`src/design/tda_pkg.sv`:
```
`timescale 1ns / 1ps

package tda_pkg;

  localparam int unsigned QUEUE_DEPTH = 4;

  localparam logic [2:0] REQ_LOAD = 3'd0;
  localparam logic [2:0] REQ_INC  = 3'd1;
  localparam logic [2:0] REQ_DEC  = 3'd2;
  localparam logic [2:0] REQ_ADD  = 3'd3;
  localparam logic [2:0] REQ_SUB  = 3'd4;
  localparam logic [2:0] REQ_READ = 3'd5;

  localparam logic [4:0] HOURS_PER_DAY = 5'd24;
  localparam logic [5:0] MINS_PER_HOUR = 6'd60;
  localparam logic [5:0] SECS_PER_MIN  = 6'd60;

  typedef enum logic [1:0] {
    KIND_LOAD,
    KIND_ADD,
    KIND_READ
  } kind_t;

  typedef struct packed {
    kind_t      kind;
    logic [4:0] hour;
    logic [5:0] minute;
    logic [5:0] second;
  } cmd_t;

  typedef struct packed {
    logic full;
    logic empty;
  } queue_status_t;

endpackage

```
`src/design/time_of_day_adjust_unit.sv`:
```
`timescale 1ns / 1ps

// Time-of-day counter kept as hour, minute and second, wrapping at 24:00:00.
// Requests enter on in_valid / in_stall with req_type and its operands:
// load, add one second, subtract one second, add amount, subtract amount,
// or read. Unused request codes are dropped at the input. Only a read gives
// a result, on out_valid / out_stall with hour_out, minute_out, second_out.
// A six-stage front pipeline reduces each request to a normalized offset or
// load value using reciprocal multiplies on alternate stages; a short queue
// then feeds the back end, which applies one request per cycle with a carry add
// unless a read waits on a stalled output. Throughput is one request per cycle
// when nothing stalls; read results pass the queue into the output register.
// Reset clears the time to 00:00:00 and empties the pipeline and queue.
// When the receiver stalls, the result holds in the output register; later
// loads and adjustments still drain until a second read reaches the back,
// then the queue fills and in_stall rises.
module time_of_day_adjust_unit #(
  parameter int unsigned QUEUE_DEPTH = tda_pkg::QUEUE_DEPTH
) (
  input  logic        clk,
  input  logic        rst,
  input  logic        in_valid,
  output logic        in_stall,
  input  logic [2:0]  req_type,
  input  logic [7:0]  load_hour,
  input  logic [7:0]  load_minute,
  input  logic [7:0]  load_second,
  input  logic [19:0] amount,
  output logic        out_valid,
  input  logic        out_stall,
  output logic [4:0]  hour_out,
  output logic [5:0]  minute_out,
  output logic [5:0]  second_out
);

  tda_pkg::queue_status_t q_status;
  tda_pkg::cmd_t          push_cmd;
  tda_pkg::cmd_t          pop_cmd;
  logic                   push;
  logic                   pop;

  tda_front u_front (
    .clk         (clk),
    .rst         (rst),
    .in_valid    (in_valid),
    .in_stall    (in_stall),
    .req_type    (req_type),
    .load_hour   (load_hour),
    .load_minute (load_minute),
    .load_second (load_second),
    .amount      (amount),
    .q_status    (q_status),
    .push        (push),
    .push_cmd    (push_cmd)
  );

  tda_queue #(
    .DEPTH (QUEUE_DEPTH)
  ) u_queue (
    .clk      (clk),
    .rst      (rst),
    .push     (push),
    .push_cmd (push_cmd),
    .pop      (pop),
    .pop_cmd  (pop_cmd),
    .status   (q_status)
  );

  tda_back u_back (
    .clk        (clk),
    .rst        (rst),
    .q_status   (q_status),
    .pop_cmd    (pop_cmd),
    .pop        (pop),
    .out_valid  (out_valid),
    .out_stall  (out_stall),
    .hour_out   (hour_out),
    .minute_out (minute_out),
    .second_out (second_out)
  );

endmodule

```
`src/design/tda_front.sv`:
```
`timescale 1ns / 1ps

module tda_front (
  input  logic                   clk,
  input  logic                   rst,
  input  logic                   in_valid,
  output logic                   in_stall,
  input  logic [2:0]             req_type,
  input  logic [7:0]             load_hour,
  input  logic [7:0]             load_minute,
  input  logic [7:0]             load_second,
  input  logic [19:0]            amount,
  input  tda_pkg::queue_status_t q_status,
  output logic                   push,
  output tda_pkg::cmd_t          push_cmd
);

  // Reciprocals for exact division of the bounded operands used below.
  localparam logic [14:0] DAY_RECIP  = 15'd24856; // x / 675, x < 8192
  localparam logic [12:0] HOUR_RECIP = 13'd4661;  // x / 225, x < 5400
  localparam logic [12:0] MIN_RECIP  = 13'd4370;  // x / 15, x < 1024
  localparam logic [6:0]  DIV3_RECIP = 7'd86;     // x / 3, x < 128
  localparam logic [19:0] DAY_SECS   = 20'd86400;
  localparam logic [16:0] HOUR_SECS  = 17'd3600;

  logic [5:0] v;
  logic       adv;

  logic [2:0]  r0_req;
  logic [19:0] r0_amt;
  logic [7:0]  r0_lh, r0_lm, r0_ls;

  logic [2:0]  r1_req;
  logic [19:0] r1_amt;
  logic [3:0]  r1_q;
  logic [7:0]  r1_lh, r1_lm, r1_ls;
  logic [2:0]  r1_sq;

  logic [2:0]  r2_req;
  logic [16:0] r2_t;
  logic [7:0]  r2_lh;
  logic [8:0]  r2_mm;
  logic [5:0]  r2_sec;

  logic [2:0]  r3_req;
  logic [16:0] r3_t;
  logic [4:0]  r3_h;
  logic [7:0]  r3_lh;
  logic [8:0]  r3_mm;
  logic [2:0]  r3_mq;
  logic [5:0]  r3_sec;

  logic [2:0]  r4_req;
  logic [11:0] r4_rem;
  logic [4:0]  r4_h;
  logic [8:0]  r4_hh;
  logic [5:0]  r4_min;
  logic [5:0]  r4_sec;

  logic [2:0]  r5_req;
  logic [11:0] r5_rem;
  logic [4:0]  r5_h;
  logic [5:0]  r5_m;
  logic [8:0]  r5_hh;
  logic [3:0]  r5_hq;
  logic [5:0]  r5_min;
  logic [5:0]  r5_sec;

  logic [27:0] q_prod;
  logic [22:0] sq_prod;
  logic [19:0] day_rem;
  logic [16:0] t_mod;
  logic [16:0] t1;
  logic [7:0]  sec_full;
  logic [8:0]  mm1;
  logic [25:0] h_prod;
  logic [22:0] mq_prod;
  logic [16:0] rem_full;
  logic [8:0]  min_full;
  logic [8:0]  hh3;
  logic [22:0] m_prod;
  logic [12:0] hq_prod;
  logic [11:0] sec_add_full;
  logic [8:0]  hour_load_full;

  assign in_stall = v[5] && q_status.full;
  assign adv      = !in_stall;
  assign push     = v[5] && !q_status.full;

  always_comb begin
    q_prod  = 28'(r0_amt[19:7]) * 28'(DAY_RECIP);
    sq_prod = 23'(r0_ls[7:2]) * 23'(MIN_RECIP);

    day_rem  = r1_amt - 20'(r1_q) * DAY_SECS;
    t_mod    = day_rem[16:0];
    sec_full = r1_ls - 8'(r1_sq) * 8'(tda_pkg::SECS_PER_MIN);
    mm1      = 9'(r1_lm) + 9'(r1_sq);

    h_prod  = 26'(r2_t[16:4]) * 26'(HOUR_RECIP);
    mq_prod = 23'(r2_mm[8:2]) * 23'(MIN_RECIP);

    rem_full = r3_t - 17'(r3_h) * HOUR_SECS;
    min_full = r3_mm - 9'(r3_mq) * 9'(tda_pkg::MINS_PER_HOUR);
    hh3      = 9'(r3_lh) + 9'(r3_mq);

    m_prod  = 23'(r4_rem[11:2]) * 23'(MIN_RECIP);
    hq_prod = 13'(r4_hh[8:3]) * 13'(DIV3_RECIP);

    sec_add_full   = r5_rem - 12'(r5_m) * 12'(tda_pkg::SECS_PER_MIN);
    hour_load_full = r5_hh - 9'(r5_hq) * 9'(tda_pkg::HOURS_PER_DAY);
  end

  // Every adjustment request becomes a forward offset within one day.
  always_comb begin
    unique case (r1_req)
      tda_pkg::REQ_INC: t1 = 17'd1;
      tda_pkg::REQ_DEC: t1 = DAY_SECS[16:0] - 17'd1;
      tda_pkg::REQ_ADD: t1 = t_mod;
      tda_pkg::REQ_SUB: t1 = (t_mod == 17'd0) ? 17'd0 : DAY_SECS[16:0] - t_mod;
      default:          t1 = 17'd0;
    endcase
  end

  always_comb begin
    push_cmd = '0;
    unique case (r5_req)
      tda_pkg::REQ_LOAD: begin
        push_cmd.kind   = tda_pkg::KIND_LOAD;
        push_cmd.hour   = hour_load_full[4:0];
        push_cmd.minute = r5_min;
        push_cmd.second = r5_sec;
      end
      tda_pkg::REQ_READ: begin
        push_cmd.kind = tda_pkg::KIND_READ;
      end
      default: begin
        push_cmd.kind   = tda_pkg::KIND_ADD;
        push_cmd.hour   = r5_h;
        push_cmd.minute = r5_m;
        push_cmd.second = sec_add_full[5:0];
      end
    endcase
  end

  always_ff @(posedge clk) begin
    if (rst) begin
      v <= '0;
    end else if (adv) begin
      v <= {v[4:0], in_valid && (req_type <= tda_pkg::REQ_READ)};
    end
  end

  always_ff @(posedge clk) begin
    if (adv) begin
      r0_req <= req_type;
      r0_amt <= amount;
      r0_lh  <= load_hour;
      r0_lm  <= load_minute;
      r0_ls  <= load_second;

      r1_req <= r0_req;
      r1_amt <= r0_amt;
      r1_q   <= q_prod[27:24];
      r1_lh  <= r0_lh;
      r1_lm  <= r0_lm;
      r1_ls  <= r0_ls;
      r1_sq  <= sq_prod[18:16];

      r2_req <= r1_req;
      r2_t   <= t1;
      r2_lh  <= r1_lh;
      r2_mm  <= mm1;
      r2_sec <= sec_full[5:0];

      r3_req <= r2_req;
      r3_t   <= r2_t;
      r3_h   <= h_prod[24:20];
      r3_lh  <= r2_lh;
      r3_mm  <= r2_mm;
      r3_mq  <= mq_prod[18:16];
      r3_sec <= r2_sec;

      r4_req <= r3_req;
      r4_rem <= rem_full[11:0];
      r4_h   <= r3_h;
      r4_hh  <= hh3;
      r4_min <= min_full[5:0];
      r4_sec <= r3_sec;

      r5_req <= r4_req;
      r5_rem <= r4_rem;
      r5_h   <= r4_h;
      r5_m   <= m_prod[21:16];
      r5_hh  <= r4_hh;
      r5_hq  <= hq_prod[11:8];
      r5_min <= r4_min;
      r5_sec <= r4_sec;
    end
  end

endmodule

```
`src/design/tda_queue.sv`:
```
`timescale 1ns / 1ps

module tda_queue #(
  parameter int unsigned DEPTH = tda_pkg::QUEUE_DEPTH
) (
  input  logic                   clk,
  input  logic                   rst,
  input  logic                   push,
  input  tda_pkg::cmd_t          push_cmd,
  input  logic                   pop,
  output tda_pkg::cmd_t          pop_cmd,
  output tda_pkg::queue_status_t status
);

  localparam int unsigned PTR_W = (DEPTH > 1) ? $clog2(DEPTH) : 1;
  localparam int unsigned CNT_W = $clog2(DEPTH + 1);

  tda_pkg::cmd_t mem [DEPTH];
  logic [PTR_W-1:0] wr_ptr, rd_ptr;
  logic [CNT_W-1:0] count;

  assign status.full  = (count == CNT_W'(DEPTH));
  assign status.empty = (count == '0);
  assign pop_cmd      = mem[rd_ptr];

  always_ff @(posedge clk) begin
    if (push) begin
      mem[wr_ptr] <= push_cmd;
    end
  end

  always_ff @(posedge clk) begin
    if (rst) begin
      wr_ptr <= '0;
      rd_ptr <= '0;
      count  <= '0;
    end else begin
      if (push) begin
        wr_ptr <= (wr_ptr == PTR_W'(DEPTH - 1)) ? '0 : wr_ptr + PTR_W'(1);
      end
      if (pop) begin
        rd_ptr <= (rd_ptr == PTR_W'(DEPTH - 1)) ? '0 : rd_ptr + PTR_W'(1);
      end
      if (push && !pop) begin
        count <= count + CNT_W'(1);
      end else if (pop && !push) begin
        count <= count - CNT_W'(1);
      end
    end
  end

  assert property (@(posedge clk) disable iff (rst) push |-> (!status.full || pop))
    else $error("request pushed into a full queue");

  assert property (@(posedge clk) disable iff (rst) pop |-> !status.empty)
    else $error("request popped from an empty queue");

endmodule

```
`src/design/tda_back.sv`:
```
`timescale 1ns / 1ps

module tda_back (
  input  logic                   clk,
  input  logic                   rst,
  input  tda_pkg::queue_status_t q_status,
  input  tda_pkg::cmd_t          pop_cmd,
  output logic                   pop,
  output logic                   out_valid,
  input  logic                   out_stall,
  output logic [4:0]             hour_out,
  output logic [5:0]             minute_out,
  output logic [5:0]             second_out
);

  logic [4:0] hours, hours_next;
  logic [5:0] minutes, minutes_next;
  logic [5:0] seconds, seconds_next;
  logic       out_free;
  logic       is_read;
  logic [6:0] sec_sum;
  logic [6:0] min_sum;
  logic [5:0] hour_sum;
  logic       sec_carry, min_carry;

  assign out_free = !out_valid || !out_stall;
  assign is_read  = (pop_cmd.kind == tda_pkg::KIND_READ);
  assign pop      = !q_status.empty && (!is_read || out_free);

  // Mixed-radix add; the operands are normalized, so one wrap per digit suffices.
  always_comb begin
    sec_sum   = 7'(seconds) + 7'(pop_cmd.second);
    sec_carry = (sec_sum >= 7'(tda_pkg::SECS_PER_MIN));
    min_sum   = 7'(minutes) + 7'(pop_cmd.minute) + 7'(sec_carry);
    min_carry = (min_sum >= 7'(tda_pkg::MINS_PER_HOUR));
    hour_sum  = 6'(hours) + 6'(pop_cmd.hour) + 6'(min_carry);
  end

  always_comb begin
    hours_next   = hours;
    minutes_next = minutes;
    seconds_next = seconds;
    if (pop) begin
      unique case (pop_cmd.kind)
        tda_pkg::KIND_LOAD: begin
          hours_next   = pop_cmd.hour;
          minutes_next = pop_cmd.minute;
          seconds_next = pop_cmd.second;
        end
        tda_pkg::KIND_ADD: begin
          seconds_next = sec_carry ? 6'(sec_sum - 7'(tda_pkg::SECS_PER_MIN)) : sec_sum[5:0];
          minutes_next = min_carry ? 6'(min_sum - 7'(tda_pkg::MINS_PER_HOUR)) : min_sum[5:0];
          hours_next   = (hour_sum >= 6'(tda_pkg::HOURS_PER_DAY)) ?
                         5'(hour_sum - 6'(tda_pkg::HOURS_PER_DAY)) : hour_sum[4:0];
        end
        default: begin
          hours_next = hours;
        end
      endcase
    end
  end

  always_ff @(posedge clk) begin
    if (rst) begin
      hours     <= '0;
      minutes   <= '0;
      seconds   <= '0;
      out_valid <= 1'b0;
    end else begin
      hours   <= hours_next;
      minutes <= minutes_next;
      seconds <= seconds_next;
      if (out_free) begin
        out_valid <= pop && is_read;
      end
    end
  end

  always_ff @(posedge clk) begin
    if (out_free && pop && is_read) begin
      hour_out   <= hours;
      minute_out <= minutes;
      second_out <= seconds;
    end
  end

  assert property (@(posedge clk) disable iff (rst)
    (hours < tda_pkg::HOURS_PER_DAY) && (minutes < tda_pkg::MINS_PER_HOUR) &&
    (seconds < tda_pkg::SECS_PER_MIN))
    else $error("time of day left its normal range");

  assert property (@(posedge clk) disable iff (rst) (pop && is_read) |=> out_valid)
    else $error("read request popped without a result");

endmodule
```
`config.mk`:
```
export PLATFORM = sky130hd
export DESIGN_NAME = time_of_day_adjust_unit
export DESIGN_NICKNAME = d
export VERILOG_FILES = /design/src/design/tda_pkg.sv /design/src/design/time_of_day_adjust_unit.sv /design/src/design/tda_front.sv /design/src/design/tda_queue.sv /design/src/design/tda_back.sv
export SDC_FILE = /design/constraint.sdc
export NUM_CORES = 1
export LEC_CHECK = 0
export ABC_AREA = 0
export BUFFER_PORTS_ARGS = -buffer_cell sky130_fd_sc_hd__buf_2
export CAP_MARGIN = 20
export CORE_AREA = 8 8 237 296
export DETAILED_ROUTE_END_ITERATION = 12
export DIE_AREA = 0 0 245 304
export GPL_TIMING_DRIVEN = 1
export PLACE_DENSITY_LB_ADDON = 0.1
export SYNTH_ARGS = -nofsm -noshare
export SYNTH_HDL_FRONTEND = slang
export SYNTH_HIERARCHICAL = 1
export SYNTH_SLANG_ARGS = --single-unit
export TNS_END_PERCENT = 10
```
`constraint.sdc`:
```
create_clock -name clk -period 8.4 [get_ports clk]
set_input_delay 0.84 -clock clk [delete_from_list [all_inputs] [get_ports clk]]
set_output_delay 0.84 -clock clk [all_outputs]
set_load 0.02 [all_outputs]
```
==> reports/qor.yml <==
run_status:
  status: "finished clean"
timing:
  rsz0062_at_grt: "no"
  skew_ns: 0.0237
  tightest_slew_ns: 1.08
  fin_crit_sh: 0.821
  finalCriticalPeriod_ns: 6.89
  hold_viol: 0
  max_freq_mhz: 145
  relSlewSlack: 0.282
  fin_ws_ns: 1.51
  hold_ws_ns: 0.403
  setup_viol: 0
  drv_slew: 0
  setup_tns_ns: 0
power:
  power_mw: 9.12
  p_leak_nw: 11.3
  cellPowerDensity_nw_per_um2: 356
  peakVddDrop_uv: 151
synth:
  synth_top_area_share: 0.470
  synthTopCellsByCount: "355 x edfxtp_1, 341 x ha_1, 256 x inv_1"
  async_flop_share: 0
  ys_seq_area_frac: 0.500
  synth_nets: 2176
  synth_most_common_cell: "edfxtp_1"
  avgSynthCellArea_um2: 13.3
  synth_flop_cell: "edfxtp_1"
  syn_inst: 1707
  netlist_area_um2: 22700
  ys_types: 92
  synth_top_cell_by_area: "edfxtp_1"
  yosys-top-cells-area: "edfxtp_1 47%, ha_1 19%, fa_1 6.8%, inv_1 4.2%, dfxtp_1 2.9%"
  synth_edf_count: 355
  yosys_warnings: 6
  ys_ff_latch: 388
setup_path:
  crit_end: "u_back/hours[4]"
  r2r_end: "u_back/hours[4]"
  crit_fanout: 12
  crit_type: "flip-flop to flip-flop"
  cp_data_required_time_ns: 8.85
  worstRegToRegCells: 26
  r2r_slack_ns: 1.51
  critical_path_arrival_ns: 7.35
  critPathCaptureType: "flip-flop"
  crit_path_start_kind: "flip-flop"
layout:
  diodes: 0
  drive_above_1_share: 0.105
  nets: 2286
  n_fill_cell: 6145
  areaGrowthSynthToFinish_pct: 13.0
  fin_util: 0.392
placed_design:
  io_buffer_count: 69
  pre_cts_ws_ns: 1.50
  finalWeightedCongestion: 0.834
  hpwl_um: 32300
route:
  wl_um: 42700
  wl_per_cell_um: 15.8
  via_count: 12800
  drtIter0Drc: 475
  drc: 0
  drt_pass1_iterations: 4
  via_per_inst: 4.72
  antenna_left: 0
grt:
  grt_pass1_vias: 13300
  gr-total-overflow: 0
  grt_max_degree: 125
  grt_usage: 0.115
  grt_first_pass_wirelength_um: 69500
  antenna_found_initial: 0
floorplanning:
  initial_core_util: 0.347
  core_region_area_um2: 65300
  die_area_um2: 74500
  io-pin-count: 70
  die-width_um: 245
  rows: 105
  die_h_um: 304
clock_tree:
  ctsResizeCount: 0
  clockBufferDepth: 3
  clock_sinks: 388
  cts_inserted_buffers: 45
  htreeDepth: 2
  clk_latency_ns: 0.57
  tritoncts: "done"
  clock-root-buffer: "clkbuf_16"
  post_cts.repair.setup_buffers: 0
  clkTransAtPathRegs_ns: 0.06
  cts_hold_buf: 0
flow_run:
  cap_violations: 0
hold_path:
  hold_class: "flip-flop to flip-flop"
per-layer routing:
layer,vias up,track usage,wire (um)
li1,6396,-,-
met1,6123,0.130,17500
met2,171,0.214,22400
met3,89,0.0190,1330
met4,0,0.0444,1420
met5,-,0,0
cell families (layout without fill, tap and decap cells):
group	after synthesis	count (layout)	synth area share
muxes	24	24	0.0226
and+or+nand+nor	260	260	0.0592
AOI/OAI and AO/OA	245	245	0.0764
adders and majority gates	418	418	0.256
DFF	388	388	0.500
xor gates and xnor gates	100	100	0.0393
buffers and inverters	272	418	0.0466
registers in the layout, indices dropped and copies added (netlist names), 8 cells and up, named ones only:
name and cells:
u_front/r0_ls 8, u_front/r4_hh 9, u_front/r4_rem 12, u_queue/mem 76, u_front/r0_lm 8, u_front/r3_lh 8
u_front/r1_lh 8, u_front/r2_mm 9, u_front/r1_lm 8, u_front/r3_t 12, u_front/r2_lh 8, u_front/r1_amt 17
u_front/r0_amt 20, u_front/r2_t 17, u_front/r0_lh 8
power by group:
part | switching (mW) | internal, mW
sequential | 0.252 | 2.62
combinational | 2.42 | 1.85
clock | 0.780 | 1.20
total | 3.45 | 5.67
per-stage QoR:
step,area [um2],cells
2_1_floorplan,22700,1707
3_3_place_gp,24100,2624
3_5_place_dp,24100,2624
4_1_cts,25600,2707
5_1_grt,25600,2709
6_report,25600,2709
final cells by class:
| class | count | area (um2) | share of cell area |
|---|---|---|---|
| tap | 856 | 1070 | 0.0418 |
| sequential | 388 | 11300 | 0.442 |
| clock buffer | 50 | 1140 | 0.0447 |
| timing repair buffer | 79 | 448 | 0.0175 |
| clock inverter | 33 | 355 | 0.0139 |
| multi-input combinational | 1047 | 10300 | 0.402 |
| inverter | 256 | 961 | 0.0375 |
worst max-delay path, stage by stage, from the launching register on:
cell and delay [ns]:
dfxtp_1 0.61, buf_4 0.34, mux4_2 0.58, ha_1 0.29, a211oi_2 0.30, nor2_1 0.16, nor2_1 0.21, ha_1 0.21
nand3b_1 0.11, o21ai_0 0.20, a31oi_4 0.19, fa_1 0.46, fa_1 0.42, xnor2_1 0.32, ha_1 0.26, nand3_1 0.09
o211ai_1 0.35, nand2_1 0.17, fa_1 0.42, inv_1 0.08, fa_1 0.20, a21o_1 0.14, a21oi_1 0.12, and3b_1 0.22
o211ai_1 0.17, a21o_1 0.14, nand2_1 0.04
how the worst min path moves through the flow:
stage	from	slack [ns]	cells past startpoint	to
floorplan	u_front/r0_amt[0]	0.40	0	u_front/r1_amt[0]
CTS	amount[11]	0.39	1	u_front/r0_amt[11]
global route	u_front/r3_sec[4]	0.41	0	u_front/r4_sec[4]
global placement	u_front/r1_lh[0]	0.40	0	u_front/r2_lh[0]
finish	u_front/r3_sec[4]	0.40	0	u_front/r4_sec[4]
detailed placement	u_front/r0_lh[5]	0.40	0	u_front/r1_lh[5]
layout by cell type (no fill, tap or decap), types with 7 or more instances in the layout:
cell type and instances:
edfxtp_1 355, ha_1 341, inv_1 256, fa_1 77, a21oi_1 70, buf_2 69, nor2_1 68, xnor2_1 64
nand2_1 62, clkbuf_16 45, xor2_1 34, dfxtp_1 33, o21ai_0 28, nand3_1 24, nor2b_1 20, a21o_1 18
a22o_1 16, clkinv_2 12, o211ai_1 12, nor3_1 12, nand4_1 11, o22ai_1 10, mux4_2 10, o21ai_1 9
mux4_1 9, buf_4 8, nand2b_1 8, o21a_1 8, clkinv_1 7, bufinv_16 7, and3_1 7, or3_1 7
and2_1 7
(Power assumes the default switching activity.)
